**config.mk**
```make
export PLATFORM = sky130hd
export DESIGN_NAME = lidar_scan_analyzer
export DESIGN_NICKNAME = d
export VERILOG_FILES = /design/src/design/lsa_pkg.sv /design/src/design/lsa_cfg_regs.sv /design/src/design/lsa_lookup.sv /design/src/design/lsa_coord.sv /design/src/design/lsa_tracker.sv /design/src/design/lidar_scan_analyzer.sv
export SDC_FILE = /design/constraint.sdc
export NUM_CORES = 2
export LEC_CHECK = 0
export ABC_AREA = 1
export BUFFER_PORTS_ARGS = -buffer_cell sky130_fd_sc_hd__buf_2
export CORE_ASPECT_RATIO = 2
export CORE_UTILIZATION = 58
export CTS_CLUSTER_DIAMETER = 30
export CTS_CLUSTER_SIZE = 30
export DETAILED_ROUTE_END_ITERATION = 12
export PLACE_DENSITY = 0.76
export SYNTH_ARGS = -nofsm -noshare
export SYNTH_HDL_FRONTEND = slang
export SYNTH_SLANG_ARGS = --single-unit
```
**constraint.sdc**
```tcl
create_clock -name clk -period 7.3 [get_ports clk]
set_clock_uncertainty 0.2 [all_clocks]
set_input_delay 0 -clock clk [delete_from_list [all_inputs] [get_ports clk]]
set_output_delay 0 -clock clk [all_outputs]
set_load 0.005 [all_outputs]
```
**src/design/lsa_pkg.sv**
```systemverilog
`default_nettype none
// ----------------------------------------------------------------------------
// lsa_pkg
// Shared types, constants and the sine table of the scan analyser.
// ----------------------------------------------------------------------------
package lsa_pkg;

    localparam int MAX_SAMPLES = 256;
    localparam int COUNT_W     = $clog2(MAX_SAMPLES + 1);
    localparam int IDX_W       = 8;

    localparam int APB_ADDR_W  = 5;
    localparam int APB_DATA_W  = 32;

    localparam logic [2:0] REG_STRENGTH_MIN   = 3'd0;
    localparam logic [2:0] REG_MAX_RANGE      = 3'd1;
    localparam logic [2:0] REG_FWD_ANGLE      = 3'd2;
    localparam logic [2:0] REG_Z_OFFSET       = 3'd3;
    localparam logic [2:0] REG_FRONT_HALF     = 3'd4;
    localparam logic [2:0] REG_FRONT_THRESH   = 3'd5;
    localparam logic [2:0] REG_TARGET_X       = 3'd6;

    localparam logic [15:0] STRENGTH_MIN_RST  = 16'd100;
    localparam logic [15:0] MAX_RANGE_RST     = 16'd800;
    localparam logic [7:0]  FWD_ANGLE_RST     = 8'd90;
    localparam logic [15:0] Z_OFFSET_RST      = 16'd0;
    localparam logic [7:0]  FRONT_HALF_RST    = 8'd30;
    localparam logic [15:0] FRONT_THRESH_RST  = 16'd50;
    localparam logic [20:0] TARGET_X_RST      = 21'd0;

    localparam logic [15:0] STRENGTH_SAT      = 16'hFFFF;
    localparam logic [30:0] ROUND_HALF        = 31'd512;

    typedef struct packed {
        logic [15:0]        strength_min;
        logic [15:0]        max_range_cm;
        logic [7:0]         fwd_angle;
        logic signed [15:0] z_offset;
        logic [7:0]         front_half_angle;
        logic [15:0]        front_threshold_cm;
        logic signed [20:0] target_x;
    } cfg_t;

    typedef struct packed {
        logic        neg;
        logic [14:0] mag;
    } sin_t;

    // lookup stage result
    typedef struct packed {
        logic [15:0] dist_cm;
        logic [7:0]  servo;
        logic        ok;
        logic        last;
        logic        valid;
        logic        front_hit;
        logic [15:0] clr;
        sin_t        sx;
        sin_t        sz;
    } look_t;

    // multiply stage result
    typedef struct packed {
        logic [20:0] mx;
        logic [20:0] mz;
        logic        x_neg;
        logic        z_neg;
        logic        ok;
        logic        last;
        logic        valid;
        logic        front_hit;
        logic [15:0] clr;
        logic [15:0] dist_cm;
        logic [7:0]  servo;
    } mult_t;

    // coordinate stage result
    typedef struct packed {
        logic signed [20:0] x;
        logic signed [21:0] z;
        logic [21:0]        err;
        logic               last;
        logic               valid;
        logic               front_hit;
        logic [15:0]        clr;
        logic [15:0]        dist_cm;
        logic [7:0]         servo;
    } coord_t;

    // sin(k deg) * 2^14, k = 0..90
    function automatic logic [14:0] sine_rom(input logic [6:0] k);
        logic [14:0] v;
        case (k)
            7'd0:  v = 15'd0;     7'd1:  v = 15'd286;   7'd2:  v = 15'd572;
            7'd3:  v = 15'd857;   7'd4:  v = 15'd1143;  7'd5:  v = 15'd1428;
            7'd6:  v = 15'd1713;  7'd7:  v = 15'd1997;  7'd8:  v = 15'd2280;
            7'd9:  v = 15'd2563;  7'd10: v = 15'd2845;  7'd11: v = 15'd3126;
            7'd12: v = 15'd3406;  7'd13: v = 15'd3686;  7'd14: v = 15'd3964;
            7'd15: v = 15'd4240;  7'd16: v = 15'd4516;  7'd17: v = 15'd4790;
            7'd18: v = 15'd5063;  7'd19: v = 15'd5334;  7'd20: v = 15'd5604;
            7'd21: v = 15'd5872;  7'd22: v = 15'd6138;  7'd23: v = 15'd6402;
            7'd24: v = 15'd6664;  7'd25: v = 15'd6924;  7'd26: v = 15'd7182;
            7'd27: v = 15'd7438;  7'd28: v = 15'd7692;  7'd29: v = 15'd7943;
            7'd30: v = 15'd8192;  7'd31: v = 15'd8438;  7'd32: v = 15'd8682;
            7'd33: v = 15'd8923;  7'd34: v = 15'd9162;  7'd35: v = 15'd9397;
            7'd36: v = 15'd9630;  7'd37: v = 15'd9860;  7'd38: v = 15'd10087;
            7'd39: v = 15'd10311; 7'd40: v = 15'd10531; 7'd41: v = 15'd10749;
            7'd42: v = 15'd10963; 7'd43: v = 15'd11174; 7'd44: v = 15'd11381;
            7'd45: v = 15'd11585; 7'd46: v = 15'd11786; 7'd47: v = 15'd11982;
            7'd48: v = 15'd12176; 7'd49: v = 15'd12365; 7'd50: v = 15'd12551;
            7'd51: v = 15'd12733; 7'd52: v = 15'd12911; 7'd53: v = 15'd13085;
            7'd54: v = 15'd13255; 7'd55: v = 15'd13421; 7'd56: v = 15'd13583;
            7'd57: v = 15'd13741; 7'd58: v = 15'd13894; 7'd59: v = 15'd14044;
            7'd60: v = 15'd14189; 7'd61: v = 15'd14330; 7'd62: v = 15'd14466;
            7'd63: v = 15'd14598; 7'd64: v = 15'd14726; 7'd65: v = 15'd14849;
            7'd66: v = 15'd14968; 7'd67: v = 15'd15082; 7'd68: v = 15'd15191;
            7'd69: v = 15'd15296; 7'd70: v = 15'd15396; 7'd71: v = 15'd15491;
            7'd72: v = 15'd15582; 7'd73: v = 15'd15668; 7'd74: v = 15'd15749;
            7'd75: v = 15'd15826; 7'd76: v = 15'd15897; 7'd77: v = 15'd15964;
            7'd78: v = 15'd16026; 7'd79: v = 15'd16083; 7'd80: v = 15'd16135;
            7'd81: v = 15'd16182; 7'd82: v = 15'd16225; 7'd83: v = 15'd16262;
            7'd84: v = 15'd16294; 7'd85: v = 15'd16322; 7'd86: v = 15'd16344;
            7'd87: v = 15'd16362; 7'd88: v = 15'd16374; 7'd89: v = 15'd16382;
            7'd90: v = 15'd16384;
            default: v = 15'd0;
        endcase
        return v;
    endfunction

    // sine of a whole-degree angle 0..359, folded onto the quarter table
    function automatic sin_t sin_lookup(input logic [8:0] a);
        logic [8:0] idx;
        sin_t       r;
        r.neg = 1'b0;
        if (a <= 9'd90) begin
            idx = a;
        end else if (a <= 9'd180) begin
            idx = 9'd180 - a;
        end else if (a <= 9'd270) begin
            idx   = a - 9'd180;
            r.neg = 1'b1;
        end else begin
            idx   = 9'd360 - a;
            r.neg = 1'b1;
        end
        r.mag = sine_rom(idx[6:0]);
        return r;
    endfunction

endpackage
`default_nettype wire

```
**src/design/lsa_cfg_regs.sv**
```systemverilog
`default_nettype none
// ----------------------------------------------------------------------------
// lsa_cfg_regs
// APB register bank holding the analyser configuration.
// ----------------------------------------------------------------------------
module lsa_cfg_regs (
    input  wire logic                            clk,
    input  wire logic                            rst_n,
    input  wire logic                            psel,
    input  wire logic                            penable,
    input  wire logic                            pwrite,
    input  wire logic [lsa_pkg::APB_ADDR_W-1:0]  paddr,
    input  wire logic [lsa_pkg::APB_DATA_W-1:0]  pwdata,
    output logic      [lsa_pkg::APB_DATA_W-1:0]  prdata,
    output logic                                 pready,
    output lsa_pkg::cfg_t                        cfg
);
    import lsa_pkg::*;

    cfg_t       cfg_reg;
    logic       wr_en;
    logic [2:0] reg_idx;

    assign pready  = 1'b1;
    assign wr_en   = psel && penable && pwrite && pready;
    assign reg_idx = paddr[APB_ADDR_W-1:2];
    assign cfg     = cfg_reg;

    always_ff @(posedge clk or negedge rst_n)
    begin
        if (!rst_n)
        begin
            cfg_reg.strength_min       <= STRENGTH_MIN_RST;
            cfg_reg.max_range_cm       <= MAX_RANGE_RST;
            cfg_reg.fwd_angle          <= FWD_ANGLE_RST;
            cfg_reg.z_offset           <= Z_OFFSET_RST;
            cfg_reg.front_half_angle   <= FRONT_HALF_RST;
            cfg_reg.front_threshold_cm <= FRONT_THRESH_RST;
            cfg_reg.target_x           <= TARGET_X_RST;
        end
        else if (wr_en)
        begin
            case (reg_idx)
                REG_STRENGTH_MIN: cfg_reg.strength_min       <= pwdata[15:0];
                REG_MAX_RANGE:    cfg_reg.max_range_cm       <= pwdata[15:0];
                REG_FWD_ANGLE:    cfg_reg.fwd_angle          <= pwdata[7:0];
                REG_Z_OFFSET:     cfg_reg.z_offset           <= pwdata[15:0];
                REG_FRONT_HALF:   cfg_reg.front_half_angle   <= pwdata[7:0];
                REG_FRONT_THRESH: cfg_reg.front_threshold_cm <= pwdata[15:0];
                REG_TARGET_X:     cfg_reg.target_x           <= pwdata[20:0];
                default:          ;
            endcase
        end
    end

    always_comb
    begin
        case (reg_idx)
            REG_STRENGTH_MIN: prdata = {16'd0, cfg_reg.strength_min};
            REG_MAX_RANGE:    prdata = {16'd0, cfg_reg.max_range_cm};
            REG_FWD_ANGLE:    prdata = {24'd0, cfg_reg.fwd_angle};
            REG_Z_OFFSET:     prdata = {{16{cfg_reg.z_offset[15]}}, cfg_reg.z_offset};
            REG_FRONT_HALF:   prdata = {24'd0, cfg_reg.front_half_angle};
            REG_FRONT_THRESH: prdata = {16'd0, cfg_reg.front_threshold_cm};
            REG_TARGET_X:     prdata = {{11{cfg_reg.target_x[20]}}, cfg_reg.target_x};
            default:          prdata = '0;
        endcase
    end

endmodule
`default_nettype wire

```
**src/design/lsa_lookup.sv**
```systemverilog
`default_nettype none
// ----------------------------------------------------------------------------
// lsa_lookup
// Input register, then validity checks, beam angle and sine/cosine lookup.
// ----------------------------------------------------------------------------
module lsa_lookup (
    input  wire logic           clk,
    input  wire logic           rst_n,
    input  wire lsa_pkg::cfg_t  cfg,
    input  wire logic           in_valid,
    output logic                in_stall,
    input  wire logic [15:0]    distance_cm,
    input  wire logic [15:0]    strength,
    input  wire logic [7:0]     servo_angle,
    input  wire logic           read_ok,
    input  wire logic           last_in_scan,
    output logic                lk_valid,
    output lsa_pkg::look_t      lk,
    input  wire logic           dn_ready
);
    import lsa_pkg::*;

    logic        v0_reg;
    logic [15:0] dist_reg;
    logic [15:0] str_reg;
    logic [7:0]  servo_reg;
    logic        ok_reg;
    logic        last_reg;
    logic        v1_reg;
    look_t       lk_reg;
    look_t       lk_next;
    logic        ready0;
    logic        ready1;

    logic signed [9:0] beam;
    logic [9:0]        a_wide;
    logic [9:0]        ac_wide;
    logic [9:0]        absb;
    logic              sector;

    assign ready1   = !v1_reg || dn_ready;
    assign ready0   = !v0_reg || ready1;
    assign in_stall = !ready0;
    assign lk_valid = v1_reg;
    assign lk       = lk_reg;

    always_comb
    begin
        beam    = $signed({2'b00, servo_reg}) - $signed({2'b00, cfg.fwd_angle});
        a_wide  = beam[9] ? 10'($unsigned(beam) + 10'd360) : $unsigned(beam);
        ac_wide = (a_wide + 10'd90 >= 10'd360) ? a_wide + 10'd90 - 10'd360
                                               : a_wide + 10'd90;
        absb    = beam[9] ? $unsigned(-beam) : $unsigned(beam);
        sector  = absb <= {2'b00, cfg.front_half_angle};

        lk_next.dist_cm = dist_reg;
        lk_next.servo   = servo_reg;
        lk_next.ok      = ok_reg;
        lk_next.last    = last_reg;
        lk_next.valid = ok_reg && (str_reg >= cfg.strength_min) && (str_reg != STRENGTH_SAT)
                        && (dist_reg != 16'd0) && (dist_reg <= cfg.max_range_cm);
        lk_next.front_hit = lk_next.valid && sector
                            && (dist_reg <= cfg.front_threshold_cm);
        lk_next.clr   = lk_next.valid ? dist_reg : cfg.max_range_cm;
        lk_next.sx    = sin_lookup(a_wide[8:0]);
        lk_next.sz    = sin_lookup(ac_wide[8:0]);
    end

    always_ff @(posedge clk or negedge rst_n)
    begin
        if (!rst_n)
        begin
            v0_reg <= 1'b0;
            v1_reg <= 1'b0;
        end
        else
        begin
            if (ready0)
            begin
                v0_reg <= in_valid;
            end
            if (ready1)
            begin
                v1_reg <= v0_reg;
            end
        end
    end

    always_ff @(posedge clk)
    begin
        if (ready0 && in_valid)
        begin
            dist_reg  <= distance_cm;
            str_reg   <= strength;
            servo_reg <= servo_angle;
            ok_reg    <= read_ok;
            last_reg  <= last_in_scan;
        end
        if (ready1 && v0_reg)
        begin
            lk_reg <= lk_next;
        end
    end

endmodule
`default_nettype wire

```
**src/design/lsa_coord.sv**
```systemverilog
`default_nettype none
// ----------------------------------------------------------------------------
// lsa_coord
// Distance times sine/cosine with rounding, then signed X/Z and X error.
// ----------------------------------------------------------------------------
module lsa_coord (
    input  wire logic           clk,
    input  wire logic           rst_n,
    input  wire lsa_pkg::cfg_t  cfg,
    input  wire logic           lk_valid,
    input  wire lsa_pkg::look_t lk,
    output logic                up_ready,
    output logic                cd_valid,
    output lsa_pkg::coord_t     cd,
    input  wire logic           dn_ready
);
    import lsa_pkg::*;

    logic   v2_reg;
    logic   v3_reg;
    mult_t  mu_reg;
    mult_t  mu_next;
    coord_t cd_reg;
    coord_t cd_next;
    logic   ready2;
    logic   ready3;

    logic [30:0]        px;
    logic [30:0]        pz;
    logic signed [21:0] x_w;
    logic signed [22:0] z_w;
    logic signed [22:0] e_w;
    logic signed [20:0] x_s;

    assign ready3   = !v3_reg || dn_ready;
    assign ready2   = !v2_reg || ready3;
    assign up_ready = ready2;
    assign cd_valid = v3_reg;
    assign cd       = cd_reg;

    always_comb
    begin
        px = 31'(lk.dist_cm) * 31'(lk.sx.mag) + ROUND_HALF;
        pz = 31'(lk.dist_cm) * 31'(lk.sz.mag) + ROUND_HALF;
        mu_next.mx        = px[30:10];
        mu_next.mz        = pz[30:10];
        mu_next.x_neg     = lk.sx.neg;
        mu_next.z_neg     = lk.sz.neg;
        mu_next.ok        = lk.ok;
        mu_next.last      = lk.last;
        mu_next.valid     = lk.valid;
        mu_next.front_hit = lk.front_hit;
        mu_next.clr       = lk.clr;
        mu_next.dist_cm   = lk.dist_cm;
        mu_next.servo     = lk.servo;
    end

    always_comb
    begin
        x_w = mu_reg.x_neg ? -$signed({1'b0, mu_reg.mx}) : $signed({1'b0, mu_reg.mx});
        z_w = (mu_reg.z_neg ? -$signed({2'b00, mu_reg.mz}) : $signed({2'b00, mu_reg.mz}))
              - 23'(cfg.z_offset);
        x_s = mu_reg.ok ? x_w[20:0] : 21'sd0;
        e_w = 23'(x_s) - 23'(cfg.target_x);

        cd_next.x         = x_s;
        cd_next.z         = mu_reg.ok ? z_w[21:0] : 22'sd0;
        cd_next.err       = e_w[22] ? 22'($unsigned(-e_w)) : 22'($unsigned(e_w));
        cd_next.last      = mu_reg.last;
        cd_next.valid     = mu_reg.valid;
        cd_next.front_hit = mu_reg.front_hit;
        cd_next.clr       = mu_reg.clr;
        cd_next.dist_cm   = mu_reg.dist_cm;
        cd_next.servo     = mu_reg.servo;
    end

    always_ff @(posedge clk or negedge rst_n)
    begin
        if (!rst_n)
        begin
            v2_reg <= 1'b0;
            v3_reg <= 1'b0;
        end
        else
        begin
            if (ready2)
            begin
                v2_reg <= lk_valid;
            end
            if (ready3)
            begin
                v3_reg <= v2_reg;
            end
        end
    end

    always_ff @(posedge clk)
    begin
        if (ready2 && lk_valid)
        begin
            mu_reg <= mu_next;
        end
        if (ready3 && v2_reg)
        begin
            cd_reg <= cd_next;
        end
    end

endmodule
`default_nettype wire

```
**src/design/lsa_tracker.sv**
```systemverilog
`default_nettype none
// ----------------------------------------------------------------------------
// lsa_tracker
// Running scan results and the result register.
// ----------------------------------------------------------------------------
module lsa_tracker (
    input  wire logic            clk,
    input  wire logic            rst_n,
    input  wire lsa_pkg::cfg_t   cfg,
    input  wire logic            cd_valid,
    input  wire lsa_pkg::coord_t cd,
    output logic                 up_ready,
    output logic                 out_valid,
    input  wire logic            out_stall,
    output logic signed [20:0]   x_pos,
    output logic signed [21:0]   z_pos,
    output logic                 sample_valid,
    output logic [7:0]           nearest_index,
    output logic                 nearest_found,
    output logic [7:0]           clearest_angle,
    output logic                 obstacle_ahead,
    output logic [7:0]           closest_x_angle,
    output logic                 closest_x_found,
    output logic                 scan_done
);
    import lsa_pkg::*;

    logic [COUNT_W-1:0] cnt_reg,        cnt_next;
    logic [IDX_W-1:0]   near_idx_reg,   near_idx_next;
    logic [15:0]        near_dist_reg,  near_dist_next;
    logic               near_seen_reg,  near_seen_next;
    logic [15:0]        clear_val_reg,  clear_val_next;
    logic [7:0]         clear_ang_reg,  clear_ang_next;
    logic               clear_seen_reg, clear_seen_next;
    logic               ahead_reg,      ahead_next;
    logic [21:0]        x_err_reg,      x_err_next;
    logic [7:0]         x_ang_reg,      x_ang_next;
    logic               x_seen_reg,     x_seen_next;
    logic               out_valid_reg;
    logic               load;
    logic               cap;

    assign up_ready  = !out_valid_reg || !out_stall;
    assign load      = up_ready && cd_valid;
    assign out_valid = out_valid_reg;

    always_comb
    begin
        cap             = cnt_reg < COUNT_W'(MAX_SAMPLES);
        cnt_next        = cap ? cnt_reg + 1'b1 : cnt_reg;
        near_idx_next   = near_idx_reg;
        near_dist_next  = near_dist_reg;
        near_seen_next  = near_seen_reg;
        clear_val_next  = clear_val_reg;
        clear_ang_next  = clear_ang_reg;
        clear_seen_next = clear_seen_reg;
        ahead_next      = ahead_reg;
        x_err_next      = x_err_reg;
        x_ang_next      = x_ang_reg;
        x_seen_next     = x_seen_reg;

        if (cap)
        begin
            if (cd.valid && (!near_seen_reg || cd.dist_cm < near_dist_reg))
            begin
                near_dist_next = cd.dist_cm;
                near_idx_next  = IDX_W'(cnt_reg);
                near_seen_next = 1'b1;
            end
            if (!clear_seen_reg || cd.clr > clear_val_reg)
            begin
                clear_val_next  = cd.clr;
                clear_ang_next  = cd.servo;
                clear_seen_next = 1'b1;
            end
            if (cd.front_hit)
            begin
                ahead_next = 1'b1;
            end
            if (cd.valid && (!x_seen_reg || cd.err < x_err_reg))
            begin
                x_err_next  = cd.err;
                x_ang_next  = cd.servo;
                x_seen_next = 1'b1;
            end
        end
    end

    always_ff @(posedge clk or negedge rst_n)
    begin
        if (!rst_n)
        begin
            out_valid_reg  <= 1'b0;
            cnt_reg        <= '0;
            near_idx_reg   <= '0;
            near_dist_reg  <= '0;
            near_seen_reg  <= 1'b0;
            clear_val_reg  <= '0;
            clear_ang_reg  <= '0;
            clear_seen_reg <= 1'b0;
            ahead_reg      <= 1'b0;
            x_err_reg      <= '0;
            x_ang_reg      <= '0;
            x_seen_reg     <= 1'b0;
        end
        else
        begin
            if (up_ready)
            begin
                out_valid_reg <= cd_valid;
            end
            if (load && cd.last)
            begin
                cnt_reg        <= '0;
                near_idx_reg   <= '0;
                near_dist_reg  <= '0;
                near_seen_reg  <= 1'b0;
                clear_val_reg  <= '0;
                clear_ang_reg  <= '0;
                clear_seen_reg <= 1'b0;
                ahead_reg      <= 1'b0;
                x_err_reg      <= '0;
                x_ang_reg      <= '0;
                x_seen_reg     <= 1'b0;
            end
            else if (load)
            begin
                cnt_reg        <= cnt_next;
                near_idx_reg   <= near_idx_next;
                near_dist_reg  <= near_dist_next;
                near_seen_reg  <= near_seen_next;
                clear_val_reg  <= clear_val_next;
                clear_ang_reg  <= clear_ang_next;
                clear_seen_reg <= clear_seen_next;
                ahead_reg      <= ahead_next;
                x_err_reg      <= x_err_next;
                x_ang_reg      <= x_ang_next;
                x_seen_reg     <= x_seen_next;
            end
        end
    end

    always_ff @(posedge clk)
    begin
        if (load)
        begin
            x_pos           <= cd.x;
            z_pos           <= cd.z;
            sample_valid    <= cd.valid;
            nearest_index   <= near_seen_next ? near_idx_next : '0;
            nearest_found   <= near_seen_next;
            clearest_angle  <= clear_seen_next ? clear_ang_next : cfg.fwd_angle;
            obstacle_ahead  <= ahead_next;
            closest_x_angle <= x_seen_next ? x_ang_next : '0;
            closest_x_found <= x_seen_next;
            scan_done       <= cd.last;
        end
    end

endmodule
`default_nettype wire

```
**src/design/lidar_scan_analyzer.sv**
```systemverilog
`default_nettype none
// Throughput: one sample per cycle while out_stall does not hold the pipeline;
// five register stages (input, lookup, multiply, coordinates, result) each
// hold one transfer.
// Reset: asynchronous, active low; clears the pipeline, the scan summary
// and loads the register defaults.
// ----------------------------------------------------------------------------
// lidar_scan_analyzer
// Rangefinder scan analyser: sample validity, X/Z coordinates and running
// nearest, clearest, front obstacle and closest-X results per scan.
// ----------------------------------------------------------------------------
module lidar_scan_analyzer (
    input  wire logic                            clk,
    input  wire logic                            rst_n,
    input  wire logic                            psel,
    input  wire logic                            penable,
    input  wire logic                            pwrite,
    input  wire logic [lsa_pkg::APB_ADDR_W-1:0]  paddr,
    input  wire logic [lsa_pkg::APB_DATA_W-1:0]  pwdata,
    output logic      [lsa_pkg::APB_DATA_W-1:0]  prdata,
    output logic                                 pready,
    input  wire logic                            in_valid,
    output logic                                 in_stall,
    input  wire logic [15:0]                     distance_cm,
    input  wire logic [15:0]                     strength,
    input  wire logic [7:0]                      servo_angle,
    input  wire logic                            read_ok,
    input  wire logic                            last_in_scan,
    output logic                                 out_valid,
    input  wire logic                            out_stall,
    output logic signed [20:0]                   x_pos,
    output logic signed [21:0]                   z_pos,
    output logic                                 sample_valid,
    output logic [7:0]                           nearest_index,
    output logic                                 nearest_found,
    output logic [7:0]                           clearest_angle,
    output logic                                 obstacle_ahead,
    output logic [7:0]                           closest_x_angle,
    output logic                                 closest_x_found,
    output logic                                 scan_done
);
    import lsa_pkg::*;

    cfg_t   cfg;
    look_t  lk;
    coord_t cd;
    logic   lk_valid;
    logic   lk_ready;
    logic   cd_valid;
    logic   cd_ready;

    lsa_cfg_regs u_cfg (
        .clk     (clk),
        .rst_n   (rst_n),
        .psel    (psel),
        .penable (penable),
        .pwrite  (pwrite),
        .paddr   (paddr),
        .pwdata  (pwdata),
        .prdata  (prdata),
        .pready  (pready),
        .cfg     (cfg)
    );

    lsa_lookup u_lookup (
        .clk          (clk),
        .rst_n        (rst_n),
        .cfg          (cfg),
        .in_valid     (in_valid),
        .in_stall     (in_stall),
        .distance_cm  (distance_cm),
        .strength     (strength),
        .servo_angle  (servo_angle),
        .read_ok      (read_ok),
        .last_in_scan (last_in_scan),
        .lk_valid     (lk_valid),
        .lk           (lk),
        .dn_ready     (lk_ready)
    );

    lsa_coord u_coord (
        .clk      (clk),
        .rst_n    (rst_n),
        .cfg      (cfg),
        .lk_valid (lk_valid),
        .lk       (lk),
        .up_ready (lk_ready),
        .cd_valid (cd_valid),
        .cd       (cd),
        .dn_ready (cd_ready)
    );

    lsa_tracker u_tracker (
        .clk             (clk),
        .rst_n           (rst_n),
        .cfg             (cfg),
        .cd_valid        (cd_valid),
        .cd              (cd),
        .up_ready        (cd_ready),
        .out_valid       (out_valid),
        .out_stall       (out_stall),
        .x_pos           (x_pos),
        .z_pos           (z_pos),
        .sample_valid    (sample_valid),
        .nearest_index   (nearest_index),
        .nearest_found   (nearest_found),
        .clearest_angle  (clearest_angle),
        .obstacle_ahead  (obstacle_ahead),
        .closest_x_angle (closest_x_angle),
        .closest_x_found (closest_x_found),
        .scan_done       (scan_done)
    );

endmodule
`default_nettype wire

```
* Word-level counts from Yosys, hierarchy flattened *
Memories as Yosys holds them, arrays and structs flattened. A register that Yosys moved wholly into a read port is not among the register bits.
Index checks and enable logic that the tools add are counted.

operators by class
  multipliers = 2
  reduce and logical (&&, ||, !) cells = 52
  eq/ne operators = 7
  add/sub/neg operators = 19
  magnitude comparators = 15
  multiplexer cells = 61

operators with widths
  operator                                                               count
  32-bit case mux with 7 select lines                                    1
  16-bit 2-to-1 mux                                                      9
  22-bit 2-to-1 mux                                                      6
  8-bit 2-to-1 mux                                                       13
  31-bit by 10-bit adder with 31-bit output, second input constant       2
  16-bit by 15-bit multiplier with 31-bit output                         2
  21-bit 2-to-1 mux                                                      2
  7-bit 2-to-1 mux                                                       6
  9-bit 2-to-1 mux                                                       4
  16-bit <= comparator                                                   2
  22-bit < comparator                                                    1
  21-bit negation with 22-bit output                                     1
  22-bit negation                                                        1
  21-bit by 21-bit subtractor with 22-bit output                         1
  22-bit by 16-bit subtractor with 22-bit output                         1
  21-bit negation                                                        1
  10-bit 2-to-1 mux                                                      2
  9-bit by 7-bit <= comparator with 1-bit output, second input constant  2
  9-bit by 8-bit <= comparator with 1-bit output, second input constant  2
  9-bit <= comparator, second input constant                             2
  1-bit 2-to-1 mux                                                       18
  16-bit >= comparator                                                   1
  16-bit greater-than comparator                                         1
  1-bit logical AND                                                      16
  24 further kinds                                                       59

word-level totals
  register bits = 553
  bits in read-only memories = 3,840
  memories kept = 2
  input bits = 86

memories
  name             words  width  read ports  clocked after memory_dff  write ports  RTL line       source
  (no name shown)  128    15     1           1                         0            lsa_pkg.sv:93  case (k)
  (no name shown)  128    15     1           1                         0            lsa_pkg.sv:93

* Logic depth before layout (Yosys ltp) *
  depth in word-level cells = 10
  gate-level depth with buffers = 45
  mapped depth without buffers = 44

* By module *
Synthesis repeated with hierarchy kept, for this count alone.

second synthesis, totals
  cells, all modules = 6,349
  area total of the unflattened synthesis = 50,917.6 um^2

by module, submodules not included
  module        cells an instance  area each (um^2)  instances  sequential area each (um^2)
  lsa_coord     3,311              26,880.8          1          5,935.7
  lsa_lookup    1,499              10,969.3          1          3,593.4
  lsa_tracker   868                7,910.1           1          4,464.3
  lsa_cfg_regs  671                5,157.4           1          2,548.7

* Worst setup path before layout *
OpenSTA, ideal clock, no wires.

  path type = flip-flop to flip-flop
  from = register u_lookup.lk_reg (netlist bit u_lookup.lk[60])
  to = register u_coord.mu_reg[66] in the netlist's numbering, data pin
  buffers on the path = 2
  stages on the path, launching flop included = 27
  data required time = 6.835 ns
  library setup time = 0.265 ns
  period minus slack after synthesis = 6.546 ns
  path slack = 0.754 ns
  data arrival time = 6.081 ns
  cells stage by stage = edfxtp_1 -> clkbuf_1 -> clkbuf_1 -> nand2_1 -> fa_1 -> fa_1 -> inv_1 -> fa_1 -> inv_1 -> fa_1 -> inv_1 -> fa_1 -> fa_1 -> ha_1 -> nand2_1 -> nand2_1 -> a221oi_1 -> nand2_1 -> a21o_1 -> nand2_1 -> nand2_1 -> nand3_1 -> nand2_1 -> a21o_1 -> a21oi_1 -> o21ai_0 -> xor2_1

on the way
  word-level cells in the longest chain between the ends = 2

RTL lines
  what                                            RTL line           source
  from (decl)                                     lsa_lookup.sv:30   look_t lk_reg;
  from (signal assigned)                          lsa_lookup.sv:101  lk_reg <= lk_next;
  16-bit by 15-bit multiplier with 31-bit output  lsa_coord.sv:44    pz = 31'(lk.dist_cm) * 31'(lk.sz.mag) + ROUND_HALF;
  31-bit by 10-bit adder with 31-bit output       lsa_coord.sv:44
  via u_coord.pz[30]                              lsa_coord.sv:29    logic [30:0] pz;
  to (signal assigned)                            lsa_coord.sv:101   mu_reg <= mu_next;
  to (decl)                                       lsa_coord.sv:21    mult_t mu_reg;

The timed path passes the listed nets, and every way through them passes these cells.
A chain may end at the register's enable or synchronous reset.

* Worst setup path in the final report *
  from = register u_lookup.lk_reg (netlist bit u_lookup.lk[68])
  to = register u_coord.mu_reg[66] in the netlist's numbering, data pin

Same word-level chain as after synthesis.

==> flow_metrics.py <==
metrics = {
    "finish": {
        "final_common_cell": "nand2_1",
        "largest_reg_flops": 108,
        "multi_input_area_um2": 25300,
        "regArea_um2": 16500,
        "fill_cells": 6149,
        "fin_area_um2": 53000,
        "syn2layout_area_growth_pct": 13.4,
        "nets": 6422,
        "drive_gt1_share_pct": 9.58,
        "final_cell_mix": "1,174 x nand2_1, 1,012 x inv_1, 396 x ha_1",
    },
    "setup_path": {
        "cp_top_family": "adder cells",
        "critPathMaxFanout": 20,
        "slowest_delay_ns": 0.53,
        "worstSetupStartpointType": "flop",
        "cp.arrival_ns": 7.11,
        "critPathKind": "flop to flop",
        "cp.required_ns": 7.49,
        "critPathSlowestCell": "fa_1",
        "critPathCaptureType": "flop",
        "crit_buf_inv": 6,
    },
    "place": {
        "dpl_cell_area_um2": 48800,
        "hpwl_mm": 107,
        "globalplace.congestion": 1.03,
        "io_buffer_count": 178,
    },
    "synth": {
        "postSynthAreaPerCell_um2": 8.83,
        "synth_edf_count": 386,
        "ys_seq_area_share_pct": 35.4,
        "ys_types": 70,
        "ys_warn_count": 0,
        "synth_cells": 5288,
        "async_flop_share_pct": 33.8,
        "ys.flop_type": "edfxtp_1",
        "syn_area_um2": 46700,
        "ys_ff_latch": 583,
        "syn_nets": 6135,
    },
    "global_route": {
        "grt.busiest_layer": "met2",
        "grt_max_degree": 73,
        "grt_use_met1_pct": 34.1,
        "grt_pass1_vias": 40700,
        "grt_use_met2_pct": 65.2,
        "grtUsageTotal_pct": 35.6,
        "antenna_found_initial": 2,
        "gr-usage-met3_pct": 4.87,
        "grt_pass1_wl_mm": 219,
        "grt_overflow": 0,
    },
    "timing": {
        "relSlewSlack_pct": 16.7,
        "tightest_slew_ns": 1.23,
        "fin_setup_tns_ns": 0,
        "grt_setup_unrepaired": "no",
        "hold_viol": 0,
        "setup_viol": 0,
        "layout_min_cycle_time_ns": 6.91,
        "timing.final.crit_share_pct": 94.7,
        "max_freq_mhz": 145,
        "hold_ws_ns": 0.0594,
        "slew_violations": 0,
    },
    "routing": {
        "antenna_left": 0,
        "vias_per_cell": 5.80,
        "drcViolationCount": 0,
        "totalWireLength_mm": 143,
        "dr.first_iter.drc_count": 3509,
        "vias": 38700,
        "route.detailed.wl_per_inst_um": 21.4,
        "first_pass_iters": 7,
    },
    "die": {
        "rows": 146,
        "start_util_pct": 58.7,
        "core_um2": 79500,
        "ios": 193,
        "die_w_um": 203,
        "die_h_um": 403,
        "dieArea_um2": 81700,
    },
    "clocking": {
        "htree_num_levels": 3,
        "cts_root_buffer": "clkbuf_16",
        "tritoncts": "yes",
        "clock_path_buffers": 3,
        "clkTransAtPathRegs_ns": 0.06,
        "numCtsBuffers": 74,
        "clk_latency_ns": 0.67,
        "clkSinkCount": 583,
    },
    "run_status": {
        "status": "completed",
    },
    "min_path": {
        "worstHoldPathType": "primary input to flop",
    },
    "job": {
        "cap_violations": 0,
    },
}
-- worst register-to-register path, stage by stage, from the launching register on --
cell and delay (ns):
edfxtp_1 0.44, buf_4 0.22, buf_4 0.33, nand2_1 0.13, fa_1 0.49, fa_1 0.53, inv_1 0.05, fa_1 0.48
inv_1 0.06, fa_1 0.52, inv_1 0.06, fa_1 0.50, fa_1 0.49, ha_1 0.35, nand2_1 0.07, inv_1 0.05
a221oi_1 0.26, nand2_1 0.14, a21o_1 0.20, nand2_1 0.06, nand2_1 0.08, nand3_1 0.08, nand2_1 0.13, a21o_1 0.23
a21oi_1 0.23, o21ai_0 0.14, xor2_1 0.16
-- routing by layer --
layer  share of wire [%]  vias up
li1                    -    17500
met1                  32    18700
met2                  52     1801
met3                 5.8      691
met4                  10        0
met5                   0        -
-- through the flow --
| stage | worst slack, ns | instances | util (%) |
|---|---|---|---|
| after floorplan | 0.754 | 5288 | - |
| after global placement | 0.442 | 6386 | 61.4 |
| after detailed placement | 0.311 | 6386 | 61.4 |
| after CTS | 0.332 | 6665 | 66.6 |
| after global routing | 0.0263 | 6674 | 66.6 |
| final | 0.386 | 6674 | 66.6 |
-- path summary, 6_finish.rpt --
check	from	endpoint	slack, ns	cells after the start
max	u_lookup.lk[68]	u_coord.mu_reg[66]	0.39	26
min	pwdata[4]	u_cfg.cfg[25]	0.06	4
max reg2reg	u_lookup.lk[68]	u_coord.mu_reg[66]	0.39	26
min reg2reg	u_coord.cd_next[30]	u_coord.cd[30]	0.21	0
max in group asynchronous	rst_n	u_tracker.x_err_reg[11]	5.60	4
min in group asynchronous	rst_n	u_cfg.cfg[25]	0.29	3
-- cells by family after synthesis --
logic type                 Yosys count  share of synthesized area [%]
other                                1                        0.00803
buffers and inverters             1257                           10.4
AOI/OAI and AO/OA                  768                           9.37
xor gates and xnor gates           122                           2.29
DFF                                583                           35.4
adders and majority gates          761                           26.3
and+or+nand+nor                   1796                           16.2
-- repair_timing --
item / in CTS / in global routing
hold buffers: 141 / 0
setup endpoints to repair: 0 / 5
endpoints found under the hold margin: 398 / 0
buffers inserted: 0 / 8
gates resized for setup: 0 / 3
-- cell usage after synthesis (8+ instances only) --
library cell | number | area share, %
clkinv_1 | 8 | 0.064
o31ai_1 | 10 | 0.16
o21ai_1 | 19 | 0.20
nand2_2 | 31 | 0.42
o22ai_1 | 53 | 0.71
nand3_1 | 230 | 2.5
nor2_1 | 217 | 1.7
edfxtp_1 | 386 | 25
dfstp_2 | 17 | 0.96
a31oi_1 | 8 | 0.11
nand2_1 | 1174 | 9.4
nor4_1 | 9 | 0.12
ha_1 | 396 | 11
inv_2 | 19 | 0.15
xnor2_1 | 42 | 0.79
buf_4 | 12 | 0.19
inv_1 | 1014 | 8.2
a211oi_1 | 14 | 0.23
buf_6 | 10 | 0.24
nand4_1 | 39 | 0.52
xor2_1 | 80 | 1.5
dfrtp_1 | 180 | 9.6
clkbuf_1 | 171 | 1.4
buf_2 | 16 | 0.17
a21o_1 | 11 | 0.18
nand2_4 | 14 | 0.34
o221ai_1 | 20 | 0.38
o21ai_0 | 326 | 3.5
fa_1 | 365 | 16
a21oi_1 | 219 | 2.3
o211ai_1 | 24 | 0.39
nor3_1 | 53 | 0.57
o21a_1 | 12 | 0.19
-- area by class of cell --
class | count | share of cell area, %
Multi-Input combinational cell | 3448 | 47.8
Sequential cell | 583 | 31.2
Inverter | 1042 | 7.40
Timing Repair Buffer | 426 | 6.01
Clock buffer | 82 | 3.67
Tap cell | 1036 | 2.45
Clock inverter | 56 | 1.42
Antenna cell | 1 | 0.00473
Power is not shown: default switching activity piles up to over one toggle a cycle in this logic, so the estimate is an artifact.
